**config.mk**
```make
export PLATFORM = sky130hd
export DESIGN_NAME = touchpad_to_mouse_tap_detector
export DESIGN_NICKNAME = d
export VERILOG_FILES = /design/src/ttm_pkg.sv /design/src/ttm_cfg_regs.sv /design/src/ttm_geom.sv /design/src/ttm_track.sv /design/src/ttm_format.sv /design/src/ttm_out_fifo.sv /design/src/touchpad_to_mouse_tap_detector.sv
export SDC_FILE = /design/constraint.sdc
export NUM_CORES = 2
export LEC_CHECK = 0
export ABC_AREA = 1
export BUFFER_PORTS_ARGS = -buffer_cell sky130_fd_sc_hd__buf_2
export CELL_PAD_IN_SITES_DETAIL_PLACEMENT = 1
export CELL_PAD_IN_SITES_GLOBAL_PLACEMENT = 2
export CORE_ASPECT_RATIO = 1.25
export CORE_MARGIN = 4
export CORE_UTILIZATION = 40
export CTS_CLUSTER_SIZE = 28
export DETAILED_ROUTE_END_ITERATION = 10
export GPL_ROUTABILITY_DRIVEN = 0
export PLACE_DENSITY = 0.9
export SLEW_MARGIN = 0
export SYNTH_ARGS = -nofsm -noshare
export SYNTH_HDL_FRONTEND = slang
export SYNTH_SLANG_ARGS = --single-unit
```
**constraint.sdc**
```tcl
create_clock -name aclk -period 27.3 [get_ports aclk]
set_clock_uncertainty 0.05 [all_clocks]
set_input_delay 1.365 -clock aclk [delete_from_list [all_inputs] [get_ports aclk]]
set_output_delay 1.365 -clock aclk [all_outputs]
set_load 0.005 [all_outputs]
```
**src/ttm_pkg.sv**
```systemverilog
`default_nettype none
// ----------------------------------------------------------------------------
// ttm_pkg
// Shared widths, codes, reset values and stage records for the touchpad to
// mouse tap detector.
// ----------------------------------------------------------------------------
package ttm_pkg;

    localparam int COORD_BITS     = 11;
    localparam int DIFF_BITS      = COORD_BITS + 1;
    localparam int DELTA_BITS     = 11;
    localparam int ID_BITS        = 4;
    localparam int TIME_BITS      = 32;
    localparam int TAP_TIME_BITS  = 16;
    localparam int LIMIT_BITS     = 11;
    localparam int CFG_INDEX_BITS = 3;
    localparam int CFG_DATA_BITS  = 16;
    localparam int SQ_BITS        = 2 * COORD_BITS;
    localparam int SUM_BITS       = SQ_BITS + 1;
    localparam int IN_DATA_BITS   = 64;
    localparam int OUT_DATA_BITS  = 24;

    localparam int OUT_DEPTH     = 16;
    localparam int OUT_PTR_BITS  = 4;
    localparam int OUT_CNT_BITS  = OUT_PTR_BITS + 1;

    localparam logic [COORD_BITS-1:0]    CENTER_X_RESET  = COORD_BITS'(512);
    localparam logic [COORD_BITS-1:0]    CENTER_Y_RESET  = COORD_BITS'(512);
    localparam logic [SQ_BITS-1:0]       RADIUS_SQ_RESET = SQ_BITS'(400 * 400);
    localparam logic [TAP_TIME_BITS-1:0] TAP_TIME_RESET  = TAP_TIME_BITS'(250);
    localparam logic [LIMIT_BITS-1:0]    TAP_MOVE_RESET  = LIMIT_BITS'(20);

    typedef enum logic [0:0] {
        OP_DOWN = 1'b0,
        OP_UP   = 1'b1
    } opcode_t;

    typedef enum logic [0:0] {
        KIND_MOTION = 1'b0,
        KIND_BUTTON = 1'b1
    } event_kind_t;

    typedef enum logic [CFG_INDEX_BITS-1:0] {
        REG_CENTER_X       = 3'd0,
        REG_CENTER_Y       = 3'd1,
        REG_ACCEPT_RADIUS  = 3'd2,
        REG_TAP_TIME_MS    = 3'd3,
        REG_TAP_MOVE_LIMIT = 3'd4
    } cfg_index_t;

    typedef struct packed {
        logic [COORD_BITS-1:0]    center_x;
        logic [COORD_BITS-1:0]    center_y;
        logic [SQ_BITS-1:0]       radius_sq;
        logic [TAP_TIME_BITS-1:0] tap_time;
        logic [LIMIT_BITS-1:0]    tap_move_limit;
    } cfg_t;

    typedef struct packed {
        opcode_t                opcode;
        logic [COORD_BITS-1:0]  touch_x;
        logic [COORD_BITS-1:0]  touch_y;
        logic [ID_BITS-1:0]     contact_id;
        logic [TIME_BITS-1:0]   time_ms;
    } touch_item_t;

    typedef struct packed {
        logic                 valid;
        touch_item_t          item;
        logic [SQ_BITS-1:0]   sq_x;
        logic [SQ_BITS-1:0]   sq_y;
    } geom_t;

    typedef struct packed {
        logic                        valid;
        logic                        motion;
        logic                        tap;
        logic signed [DIFF_BITS-1:0] diff_x;
        logic signed [DIFF_BITS-1:0] diff_y;
    } track_t;

    typedef struct packed {
        event_kind_t                  kind;
        logic signed [DELTA_BITS-1:0] delta_x;
        logic signed [DELTA_BITS-1:0] delta_y;
        logic                         pressed;
        logic                         last;
    } result_t;

endpackage
`default_nettype wire

```
**src/ttm_cfg_regs.sv**
```systemverilog
`default_nettype none
// ----------------------------------------------------------------------------
// ttm_cfg_regs
// Configuration register file. The accept radius is kept as its square.
// ----------------------------------------------------------------------------
module ttm_cfg_regs (
    input  wire logic                                  aclk,
    input  wire logic                                  aresetn,
    input  wire logic                                  cfg_valid,
    output logic                                       cfg_ready,
    input  wire logic [ttm_pkg::CFG_INDEX_BITS-1:0]    cfg_index,
    input  wire logic [ttm_pkg::CFG_DATA_BITS-1:0]     cfg_data,
    output ttm_pkg::cfg_t                              cfg
);
    import ttm_pkg::*;

    logic [COORD_BITS-1:0]    center_x_reg;
    logic [COORD_BITS-1:0]    center_y_reg;
    logic [SQ_BITS-1:0]       radius_sq_reg;
    logic [TAP_TIME_BITS-1:0] tap_time_reg;
    logic [LIMIT_BITS-1:0]    tap_move_reg;
    logic [COORD_BITS-1:0]    radius;
    logic                     wr_en;

    assign cfg_ready = 1'b1;
    assign wr_en     = cfg_valid && cfg_ready;
    assign radius    = cfg_data[COORD_BITS-1:0];

    always_ff @(posedge aclk) begin
        if (!aresetn) begin
            center_x_reg  <= CENTER_X_RESET;
            center_y_reg  <= CENTER_Y_RESET;
            radius_sq_reg <= RADIUS_SQ_RESET;
            tap_time_reg  <= TAP_TIME_RESET;
            tap_move_reg  <= TAP_MOVE_RESET;
        end else if (wr_en) begin
            case (cfg_index_t'(cfg_index))
                REG_CENTER_X:       center_x_reg  <= cfg_data[COORD_BITS-1:0];
                REG_CENTER_Y:       center_y_reg  <= cfg_data[COORD_BITS-1:0];
                REG_ACCEPT_RADIUS:  radius_sq_reg <= SQ_BITS'(radius) * SQ_BITS'(radius);
                REG_TAP_TIME_MS:    tap_time_reg  <= cfg_data[TAP_TIME_BITS-1:0];
                REG_TAP_MOVE_LIMIT: tap_move_reg  <= cfg_data[LIMIT_BITS-1:0];
                default: ;
            endcase
        end
    end

    assign cfg = '{
        center_x:       center_x_reg,
        center_y:       center_y_reg,
        radius_sq:      radius_sq_reg,
        tap_time:       tap_time_reg,
        tap_move_limit: tap_move_reg
    };

endmodule
`default_nettype wire

```
**src/ttm_geom.sv**
```systemverilog
`default_nettype none
// ----------------------------------------------------------------------------
// ttm_geom
// Input register and squared-distance stage: squares of the axis distances
// from the circle center.
// ----------------------------------------------------------------------------
module ttm_geom (
    input  wire logic                 aclk,
    input  wire logic                 aresetn,
    input  wire logic                 in_valid,
    input  ttm_pkg::touch_item_t      in_item,
    input  ttm_pkg::cfg_t             cfg,
    output logic                      s1_valid,
    output ttm_pkg::geom_t            geom
);
    import ttm_pkg::*;

    logic                  s1_valid_reg;
    touch_item_t           s1_item_reg;
    logic                  s2_valid_reg;
    touch_item_t           s2_item_reg;
    logic [SQ_BITS-1:0]    sq_x_reg;
    logic [SQ_BITS-1:0]    sq_y_reg;
    logic [COORD_BITS-1:0] dist_x;
    logic [COORD_BITS-1:0] dist_y;

    always_comb begin
        dist_x = (s1_item_reg.touch_x >= cfg.center_x) ?
                 s1_item_reg.touch_x - cfg.center_x : cfg.center_x - s1_item_reg.touch_x;
        dist_y = (s1_item_reg.touch_y >= cfg.center_y) ?
                 s1_item_reg.touch_y - cfg.center_y : cfg.center_y - s1_item_reg.touch_y;
    end

    always_ff @(posedge aclk) begin
        if (!aresetn) begin
            s1_valid_reg <= 1'b0;
            s2_valid_reg <= 1'b0;
        end else begin
            s1_valid_reg <= in_valid;
            s2_valid_reg <= s1_valid_reg;
        end
    end

    always_ff @(posedge aclk) begin
        if (in_valid) begin
            s1_item_reg <= in_item;
        end
        s2_item_reg <= s1_item_reg;
        sq_x_reg    <= SQ_BITS'(dist_x) * SQ_BITS'(dist_x);
        sq_y_reg    <= SQ_BITS'(dist_y) * SQ_BITS'(dist_y);
    end

    assign s1_valid = s1_valid_reg;
    assign geom = '{
        valid: s2_valid_reg,
        item:  s2_item_reg,
        sq_x:  sq_x_reg,
        sq_y:  sq_y_reg
    };

endmodule
`default_nettype wire

```
**src/ttm_track.sv**
```systemverilog
`default_nettype none
// ----------------------------------------------------------------------------
// ttm_track
// Touch tracker: circle test, touch state, motion steps and tap decision.
// ----------------------------------------------------------------------------
module ttm_track (
    input  wire logic          aclk,
    input  wire logic          aresetn,
    input  ttm_pkg::geom_t     geom,
    input  ttm_pkg::cfg_t      cfg,
    output ttm_pkg::track_t    track
);
    import ttm_pkg::*;

    logic                  idle_reg;
    logic [TIME_BITS-1:0]  down_time_reg;
    logic [COORD_BITS-1:0] first_x_reg;
    logic [COORD_BITS-1:0] first_y_reg;
    logic [COORD_BITS-1:0] prev_x_reg;
    logic [COORD_BITS-1:0] prev_y_reg;
    logic [LIMIT_BITS-1:0] moved_x_reg;
    logic [LIMIT_BITS-1:0] moved_y_reg;

    logic                        valid_reg;
    logic                        motion_reg;
    logic                        tap_reg;
    logic signed [DIFF_BITS-1:0] diff_x_reg;
    logic signed [DIFF_BITS-1:0] diff_y_reg;

    logic [SUM_BITS-1:0]         dist_sq;
    logic                        in_circle;
    logic                        down_ok;
    logic                        up_hit;
    logic                        tap;
    logic [TIME_BITS-1:0]        elapsed;
    logic signed [DIFF_BITS-1:0] step_x;
    logic signed [DIFF_BITS-1:0] step_y;
    logic [COORD_BITS-1:0]       moved_x_next;
    logic [COORD_BITS-1:0]       moved_y_next;
    logic [COORD_BITS-1:0]       x;
    logic [COORD_BITS-1:0]       y;

    always_comb begin
        x         = geom.item.touch_x;
        y         = geom.item.touch_y;
        dist_sq   = SUM_BITS'(geom.sq_x) + SUM_BITS'(geom.sq_y);
        in_circle = (geom.item.contact_id == '0) &&
                    (dist_sq <= SUM_BITS'(cfg.radius_sq));
        down_ok   = geom.valid && (geom.item.opcode == OP_DOWN) && in_circle;
        up_hit    = geom.valid && (geom.item.opcode == OP_UP);
        elapsed   = geom.item.time_ms - down_time_reg;
        tap       = (elapsed < TIME_BITS'(cfg.tap_time)) &&
                    (moved_x_reg < cfg.tap_move_limit) &&
                    (moved_y_reg < cfg.tap_move_limit);
        step_x    = $signed({1'b0, x}) - $signed({1'b0, prev_x_reg});
        step_y    = $signed({1'b0, y}) - $signed({1'b0, prev_y_reg});
        moved_x_next = (x >= first_x_reg) ? x - first_x_reg : first_x_reg - x;
        moved_y_next = (y >= first_y_reg) ? y - first_y_reg : first_y_reg - y;
    end

    always_ff @(posedge aclk) begin
        if (!aresetn) begin
            idle_reg      <= 1'b1;
            down_time_reg <= '0;
            first_x_reg   <= '0;
            first_y_reg   <= '0;
            prev_x_reg    <= '0;
            prev_y_reg    <= '0;
            moved_x_reg   <= '0;
            moved_y_reg   <= '0;
        end else if (down_ok) begin
            if (idle_reg) begin
                down_time_reg <= geom.item.time_ms;
                first_x_reg   <= x;
                first_y_reg   <= y;
                moved_x_reg   <= '0;
                moved_y_reg   <= '0;
                idle_reg      <= 1'b0;
            end else begin
                moved_x_reg   <= LIMIT_BITS'(moved_x_next);
                moved_y_reg   <= LIMIT_BITS'(moved_y_next);
            end
            prev_x_reg <= x;
            prev_y_reg <= y;
        end else if (up_hit) begin
            idle_reg <= 1'b1;
        end
    end

    always_ff @(posedge aclk) begin
        if (!aresetn) begin
            valid_reg  <= 1'b0;
            motion_reg <= 1'b0;
            tap_reg    <= 1'b0;
        end else begin
            valid_reg  <= geom.valid;
            motion_reg <= down_ok;
            tap_reg    <= up_hit && tap;
        end
    end

    always_ff @(posedge aclk) begin
        diff_x_reg <= idle_reg ? '0 : step_x;
        diff_y_reg <= idle_reg ? '0 : step_y;
    end

    assign track = '{
        valid:  valid_reg,
        motion: motion_reg,
        tap:    tap_reg,
        diff_x: diff_x_reg,
        diff_y: diff_y_reg
    };

endmodule
`default_nettype wire

```
**src/ttm_format.sv**
```systemverilog
`default_nettype none
// ----------------------------------------------------------------------------
// ttm_format
// Result formatter: scales motion steps (X by half, Y by a third, toward
// zero) and builds the motion beat or the press and release beats.
// ----------------------------------------------------------------------------
module ttm_format (
    input  ttm_pkg::track_t     track,
    output logic [1:0]          wr_count,
    output ttm_pkg::result_t    res0,
    output ttm_pkg::result_t    res1
);
    import ttm_pkg::*;

    localparam int RECIP_SHIFT = DIFF_BITS + 2;
    localparam int PROD_BITS   = DIFF_BITS + RECIP_SHIFT;
    localparam int REM_BITS    = DIFF_BITS + 2;
    localparam logic [RECIP_SHIFT-1:0] RECIP = RECIP_SHIFT'((2 ** RECIP_SHIFT) / 3);

    logic signed [DIFF_BITS-1:0] adj_x;
    logic signed [DIFF_BITS-1:0] half_x;
    logic                        neg_y;
    logic [DIFF_BITS-1:0]        mag_y;
    logic [PROD_BITS-1:0]        prod_y;
    logic [DIFF_BITS-1:0]        q0_y;
    logic [REM_BITS-1:0]         rem_y;
    logic [DIFF_BITS-1:0]        q_y;
    logic [DIFF_BITS-1:0]        third_y;
    logic signed [DELTA_BITS-1:0] delta_x;
    logic signed [DELTA_BITS-1:0] delta_y;

    always_comb begin
        adj_x  = track.diff_x + $signed({{(DIFF_BITS-1){1'b0}}, track.diff_x[DIFF_BITS-1]});
        half_x = adj_x >>> 1;
        delta_x = $signed(half_x[DELTA_BITS-1:0]);

        neg_y  = track.diff_y[DIFF_BITS-1];
        mag_y  = neg_y ? $unsigned(-track.diff_y) : $unsigned(track.diff_y);
        prod_y = PROD_BITS'(mag_y) * PROD_BITS'(RECIP);
        q0_y   = prod_y[PROD_BITS-1:RECIP_SHIFT];
        rem_y  = REM_BITS'(mag_y) - (REM_BITS'({q0_y, 1'b0}) + REM_BITS'(q0_y));
        q_y    = (rem_y >= REM_BITS'(3)) ? q0_y + 1'b1 : q0_y;
        third_y = neg_y ? (~q_y + 1'b1) : q_y;
        delta_y = $signed(third_y[DELTA_BITS-1:0]);
    end

    always_comb begin
        if (track.tap) begin
            wr_count = 2'd2;
            res0 = '{kind: KIND_BUTTON, delta_x: '0, delta_y: '0, pressed: 1'b1, last: 1'b0};
        end else begin
            wr_count = track.motion ? 2'd1 : 2'd0;
            res0 = '{kind: KIND_MOTION, delta_x: delta_x, delta_y: delta_y,
                     pressed: 1'b0, last: 1'b1};
        end
        res1 = '{kind: KIND_BUTTON, delta_x: '0, delta_y: '0, pressed: 1'b0, last: 1'b1};
    end

endmodule
`default_nettype wire

```
**src/ttm_out_fifo.sv**
```systemverilog
`default_nettype none
// ----------------------------------------------------------------------------
// ttm_out_fifo
// Result queue: takes up to two beats a cycle, hands out one.
// ----------------------------------------------------------------------------
module ttm_out_fifo (
    input  wire logic                              aclk,
    input  wire logic                              aresetn,
    input  wire logic [1:0]                        wr_count,
    input  ttm_pkg::result_t                       wr_data0,
    input  ttm_pkg::result_t                       wr_data1,
    input  wire logic                              rd_en,
    output ttm_pkg::result_t                       rd_data,
    output logic [ttm_pkg::OUT_CNT_BITS-1:0]       count
);
    import ttm_pkg::*;

    result_t                 mem [OUT_DEPTH];
    logic [OUT_PTR_BITS-1:0] wr_ptr_reg;
    logic [OUT_PTR_BITS-1:0] rd_ptr_reg;
    logic [OUT_CNT_BITS-1:0] count_reg;
    logic [OUT_PTR_BITS-1:0] wr_ptr_alt;

    assign wr_ptr_alt = wr_ptr_reg + OUT_PTR_BITS'(1);

    always_ff @(posedge aclk) begin
        if (wr_count != 2'd0) begin
            mem[wr_ptr_reg] <= wr_data0;
        end
        if (wr_count == 2'd2) begin
            mem[wr_ptr_alt] <= wr_data1;
        end
    end

    always_ff @(posedge aclk) begin
        if (!aresetn) begin
            wr_ptr_reg <= '0;
            rd_ptr_reg <= '0;
            count_reg  <= '0;
        end else begin
            wr_ptr_reg <= wr_ptr_reg + OUT_PTR_BITS'(wr_count);
            rd_ptr_reg <= rd_ptr_reg + OUT_PTR_BITS'(rd_en);
            count_reg  <= count_reg + OUT_CNT_BITS'(wr_count) - OUT_CNT_BITS'(rd_en);
        end
    end

    assign rd_data = mem[rd_ptr_reg];
    assign count   = count_reg;

endmodule
`default_nettype wire

```
**src/touchpad_to_mouse_tap_detector.sv**
```systemverilog
`default_nettype none
// ----------------------------------------------------------------------------
// touchpad_to_mouse_tap_detector
// Absolute touch events in, relative mouse motion and tap clicks out.
// ----------------------------------------------------------------------------
// One touch event is taken per clock while s_tready is high. An event passes
// through an input register, a squared-distance register and the tracker
// register, and its result beats are written into the queue before they show
// on the master side. An accepted down beat gives one motion beat; an up beat
// that qualifies as a tap gives a press beat and a release beat; every other
// beat gives none. Results wait in a 16-entry queue; s_tready drops while the
// queue cannot hold two beats for every event in flight and for one more, so
// a run of taps is paced by the master side at one beat per cycle while
// m_tready is high.
// ----------------------------------------------------------------------------
module touchpad_to_mouse_tap_detector (
    input  wire logic                                  aclk,
    input  wire logic                                  aresetn,
    // configuration write channel
    input  wire logic                                  cfg_valid,
    output logic                                       cfg_ready,
    input  wire logic [ttm_pkg::CFG_INDEX_BITS-1:0]    cfg_index,
    input  wire logic [ttm_pkg::CFG_DATA_BITS-1:0]     cfg_data,
    // touch events
    input  wire logic                                  s_tvalid,
    output logic                                       s_tready,
    // touch_x[10:0], touch_y[21:11], contact_id[25:22], time_ms[57:26]
    input  wire logic [ttm_pkg::IN_DATA_BITS-1:0]      s_tdata,
    // opcode[0]
    input  wire logic                                  s_tuser,
    // mouse reports
    output logic                                       m_tvalid,
    input  wire logic                                  m_tready,
    // delta_x[10:0], delta_y[21:11], button_pressed[22]
    output logic [ttm_pkg::OUT_DATA_BITS-1:0]          m_tdata,
    // event_kind[0]
    output logic                                       m_tuser,
    output logic                                       m_tlast
);
    import ttm_pkg::*;

    localparam int CREDIT_BITS = OUT_CNT_BITS + 1;

    cfg_t                     cfg;
    touch_item_t              in_item;
    logic                     in_accept;
    logic                     s1_valid;
    geom_t                    geom;
    track_t                   track;
    logic [1:0]               wr_count;
    result_t                  res0;
    result_t                  res1;
    result_t                  head;
    logic [OUT_CNT_BITS-1:0]  count;
    logic [1:0]               in_flight;
    logic [CREDIT_BITS-1:0]   reserved;
    logic                     pop;

    ttm_cfg_regs u_cfg (
        .aclk      (aclk),
        .aresetn   (aresetn),
        .cfg_valid (cfg_valid),
        .cfg_ready (cfg_ready),
        .cfg_index (cfg_index),
        .cfg_data  (cfg_data),
        .cfg       (cfg)
    );

    assign in_item = '{
        opcode:     opcode_t'(s_tuser),
        touch_x:    s_tdata[10:0],
        touch_y:    s_tdata[21:11],
        contact_id: s_tdata[25:22],
        time_ms:    s_tdata[57:26]
    };

    // reserve two queue slots for each event in flight and one more event
    assign in_flight = 2'(s1_valid) + 2'(geom.valid) + 2'(track.valid);
    assign reserved  = CREDIT_BITS'(count) + CREDIT_BITS'({in_flight, 1'b0});
    assign s_tready  = reserved <= CREDIT_BITS'(OUT_DEPTH - 2);
    assign in_accept = s_tvalid && s_tready;

    ttm_geom u_geom (
        .aclk     (aclk),
        .aresetn  (aresetn),
        .in_valid (in_accept),
        .in_item  (in_item),
        .cfg      (cfg),
        .s1_valid (s1_valid),
        .geom     (geom)
    );

    ttm_track u_track (
        .aclk    (aclk),
        .aresetn (aresetn),
        .geom    (geom),
        .cfg     (cfg),
        .track   (track)
    );

    ttm_format u_format (
        .track    (track),
        .wr_count (wr_count),
        .res0     (res0),
        .res1     (res1)
    );

    assign m_tvalid = count != '0;
    assign pop      = m_tvalid && m_tready;

    ttm_out_fifo u_fifo (
        .aclk     (aclk),
        .aresetn  (aresetn),
        .wr_count (wr_count),
        .wr_data0 (res0),
        .wr_data1 (res1),
        .rd_en    (pop),
        .rd_data  (head),
        .count    (count)
    );

    assign m_tdata = {1'b0, head.pressed, head.delta_y, head.delta_x};
    assign m_tuser = head.kind;
    assign m_tlast = head.last;

endmodule
`default_nettype wire

```
==> impl_results.md <==
- Status: finished clean
- Setup crit end kind: register
- Worst endpoint data arrival time: ~12 ns
- Setup Total Neg Slack: 0 ns
- Avg Cell Area, Syn: 7.96 um^2
- Max clock buf depth: 3
- CP most frequent cell: inv_1
- DR vias/cell: 5.31
- Fmax: about 86 MHz
- Gr ovfl total: 0
- Crit start category: register
- H-tree depth: 3
- First-pass GRT wire length: 239 mm
- Max-slew violations: 0
- Count leader, synth: inv_1
- Min cycle time layout: roughly 12 ns
- Worst reg2reg startpoint: u_track.diff_y_reg[11]
- Final hold vios: 0
- Worst-case reg-to-reg path depth: 55
- Cells after Synth: 6176
- Port Buffers: about 110
- Worst-path maximum fanout: 22
- Worst hold path type: reg -> reg
- Layout area overhead: 9.83%
- Starting density of the core: 0.404
- Final hold slack: slightly below 0.3 ns
- Iteration-0 DRC Markers: between 2000 and 2500
- Worst Hold End: u_geom.geom[77]
- Yosys warnings: 0
- Worst Tran Pin Value: about 1.3 ns
- Largest register FFs: 400
- Post-synth top area share: 0.290
- Synth Cell Area: slightly below 0.05 mm^2
- Total Wirelength: ~150 mm
- Post-CTS Resized: 0
- CTS tree: done
- R2R setup slack: roughly 16 ns
- Hpwl dp: around 110 mm
- Synth top area cells: dfxtp_1, ha_1, fa_1, inv_1, nand2_1
- R2r endpoint: u_fifo.mem[10][8]
- Cell Rows: approximately 140
- Crit Path Class: reg -> reg
- Worst skew pair latency: approximately 0.69 ns
- Vias in the first global route: roughly 44000
- Place WS: ~16 ns
- Largest net degree at the start of global routing: 229
- Clock transition at the registers of the reported paths: 0.06 ns
- Nets: 6957
- Launch point of the worst path: u_track.diff_y_reg[11]
- Root buffer cell: clkbuf_16
- Die W: around 320 um
- Finish-stage setup viols: 0
- Flops & latches, synth: between 700 and 800
- Tcrit/Tclk final: 0.428
- RSZ-0062 raised after global routing: no
- Top post-synthesis cells by count: inv_1, nand2_1, dfxtp_1
- Cell taking the most area after synthesis: dfxtp_1
- Number of remaining DRC errors: 0
- Critical Path RT: 27.86 ns
- Chip height: between 300 and 400 um
- Antenna-violating nets left: 0
- Max-cap violation count: 0
- Most used flip-flop cell after synthesis: dfxtp_1
- Final WS setup: ~16 ns
- Max_slew headroom: 0.143
- Synth unique cells: between 60 and 70
- Cts hold-fix bufs: 0
- Hold Path Depth: 0
- Die area: between 0.1 and 0.15 mm^2
- Min-Delay Startpoint: u_geom.s1_item_reg[33]
- Num Clock Sinks: between 700 and 800
- Share of cells above drive strength 1: 0.0707
- DR pass1 iterations: 5
- CP peak stage delay: approximately 0.9 ns
- CTS Buf Count: 84
- Final core occ: 0.443
- GRT Util Overall: 0.233
- Via count: 41600
- Ys async rst share: 0
- Routed WL per cell: ~19 um
- Initial antenna violation count: 4
- Core area: between 0.1 and 0.15 mm^2
- Number of synthesized flops with an enable pin: between 50 and 60
- Sequential area share after synthesis: 0.326
- Slowest CP cell: dfxtp_1
- # Post-CTS Setup Buffers: 0
- # IOs: approximately 120
-- logic make-up after synthesis --
group / count (synthesis) / synth area share
xor+xnor: 166 / 0.0299
simple gates: 1601 / 0.139
other cells: 2 / 0.000153
fa+ha+maj: 700 / 0.214
mux: 32 / 0.00654
flops: 771 / 0.326
buf+inv: 1348 / 0.105
compound gates: 1556 / 0.179
-- worst max-delay path, delay by kind of cell (launching register included) --
kind            cells  cell delay (ns)
flops               1             0.92
simple gates       21             2.65
xor+xnor            3             1.15
fa+ha+maj          10             3.65
compound gates      9             1.72
buf+inv            12             1.38
-- through the flow --
stage                     area, um^2  cells
after global placement         51100   7677
after floorplan                49200   6178
after detailed placement       51100   7677
after CTS                      54000   7831
after global routing           54000   7831
final                          54000   7832
-- cell usage in the layout, fill, tap and decap left out, types with 86 or more instances in the layout --
cell type / count
a21oi_1: 528
nor2_1: 327
fa_1: 236
nand3_1: 138
ha_1: 464
buf_2: 108
o22ai_1: 145
inv_1: 1062
clkbuf_16: 86
nand2_1: 928
o21ai_0: 596
dfxtp_1: 709
xor2_1: 122
-- worst max-delay path by stage --
stage,to,cells after the start
after CTS,u_fifo.mem[4][6],53
after global routing,u_fifo.mem[10][8],55
final,u_fifo.mem[10][8],55
after global placement,u_fifo.mem[8][8],55
after floorplan,u_fifo.mem[0][3],56
after detailed placement,u_fifo.mem[11][8],55
-- metal layers --
metal	track usage	vias up	wire, um
met1	0.279	20500	63900
li1	-	20200	-
met2	0.435	656	77000
met4	0.0750	0	4460
met3	0.0253	219	4890
met5	0	-	0
-- final cells by class --
| cell class | count | area, um^2 |
|---|---|---|
| fill | 14800 | 67800 |
| multi-input combinational | 4059 | 28000 |
| sequential | 771 | 16000 |
| inverter | 1088 | 4090 |
| clock buffer | 123 | 2450 |
| tap | 1595 | 2000 |
| timing repair buffer | 164 | 973 |
| clock inverter | 31 | 464 |
| antenna | 1 | 2.50 |
Power is left out: the tool's default activity adds up to more than one toggle a clock period on the data nets, which glitch-free logic cannot reach.
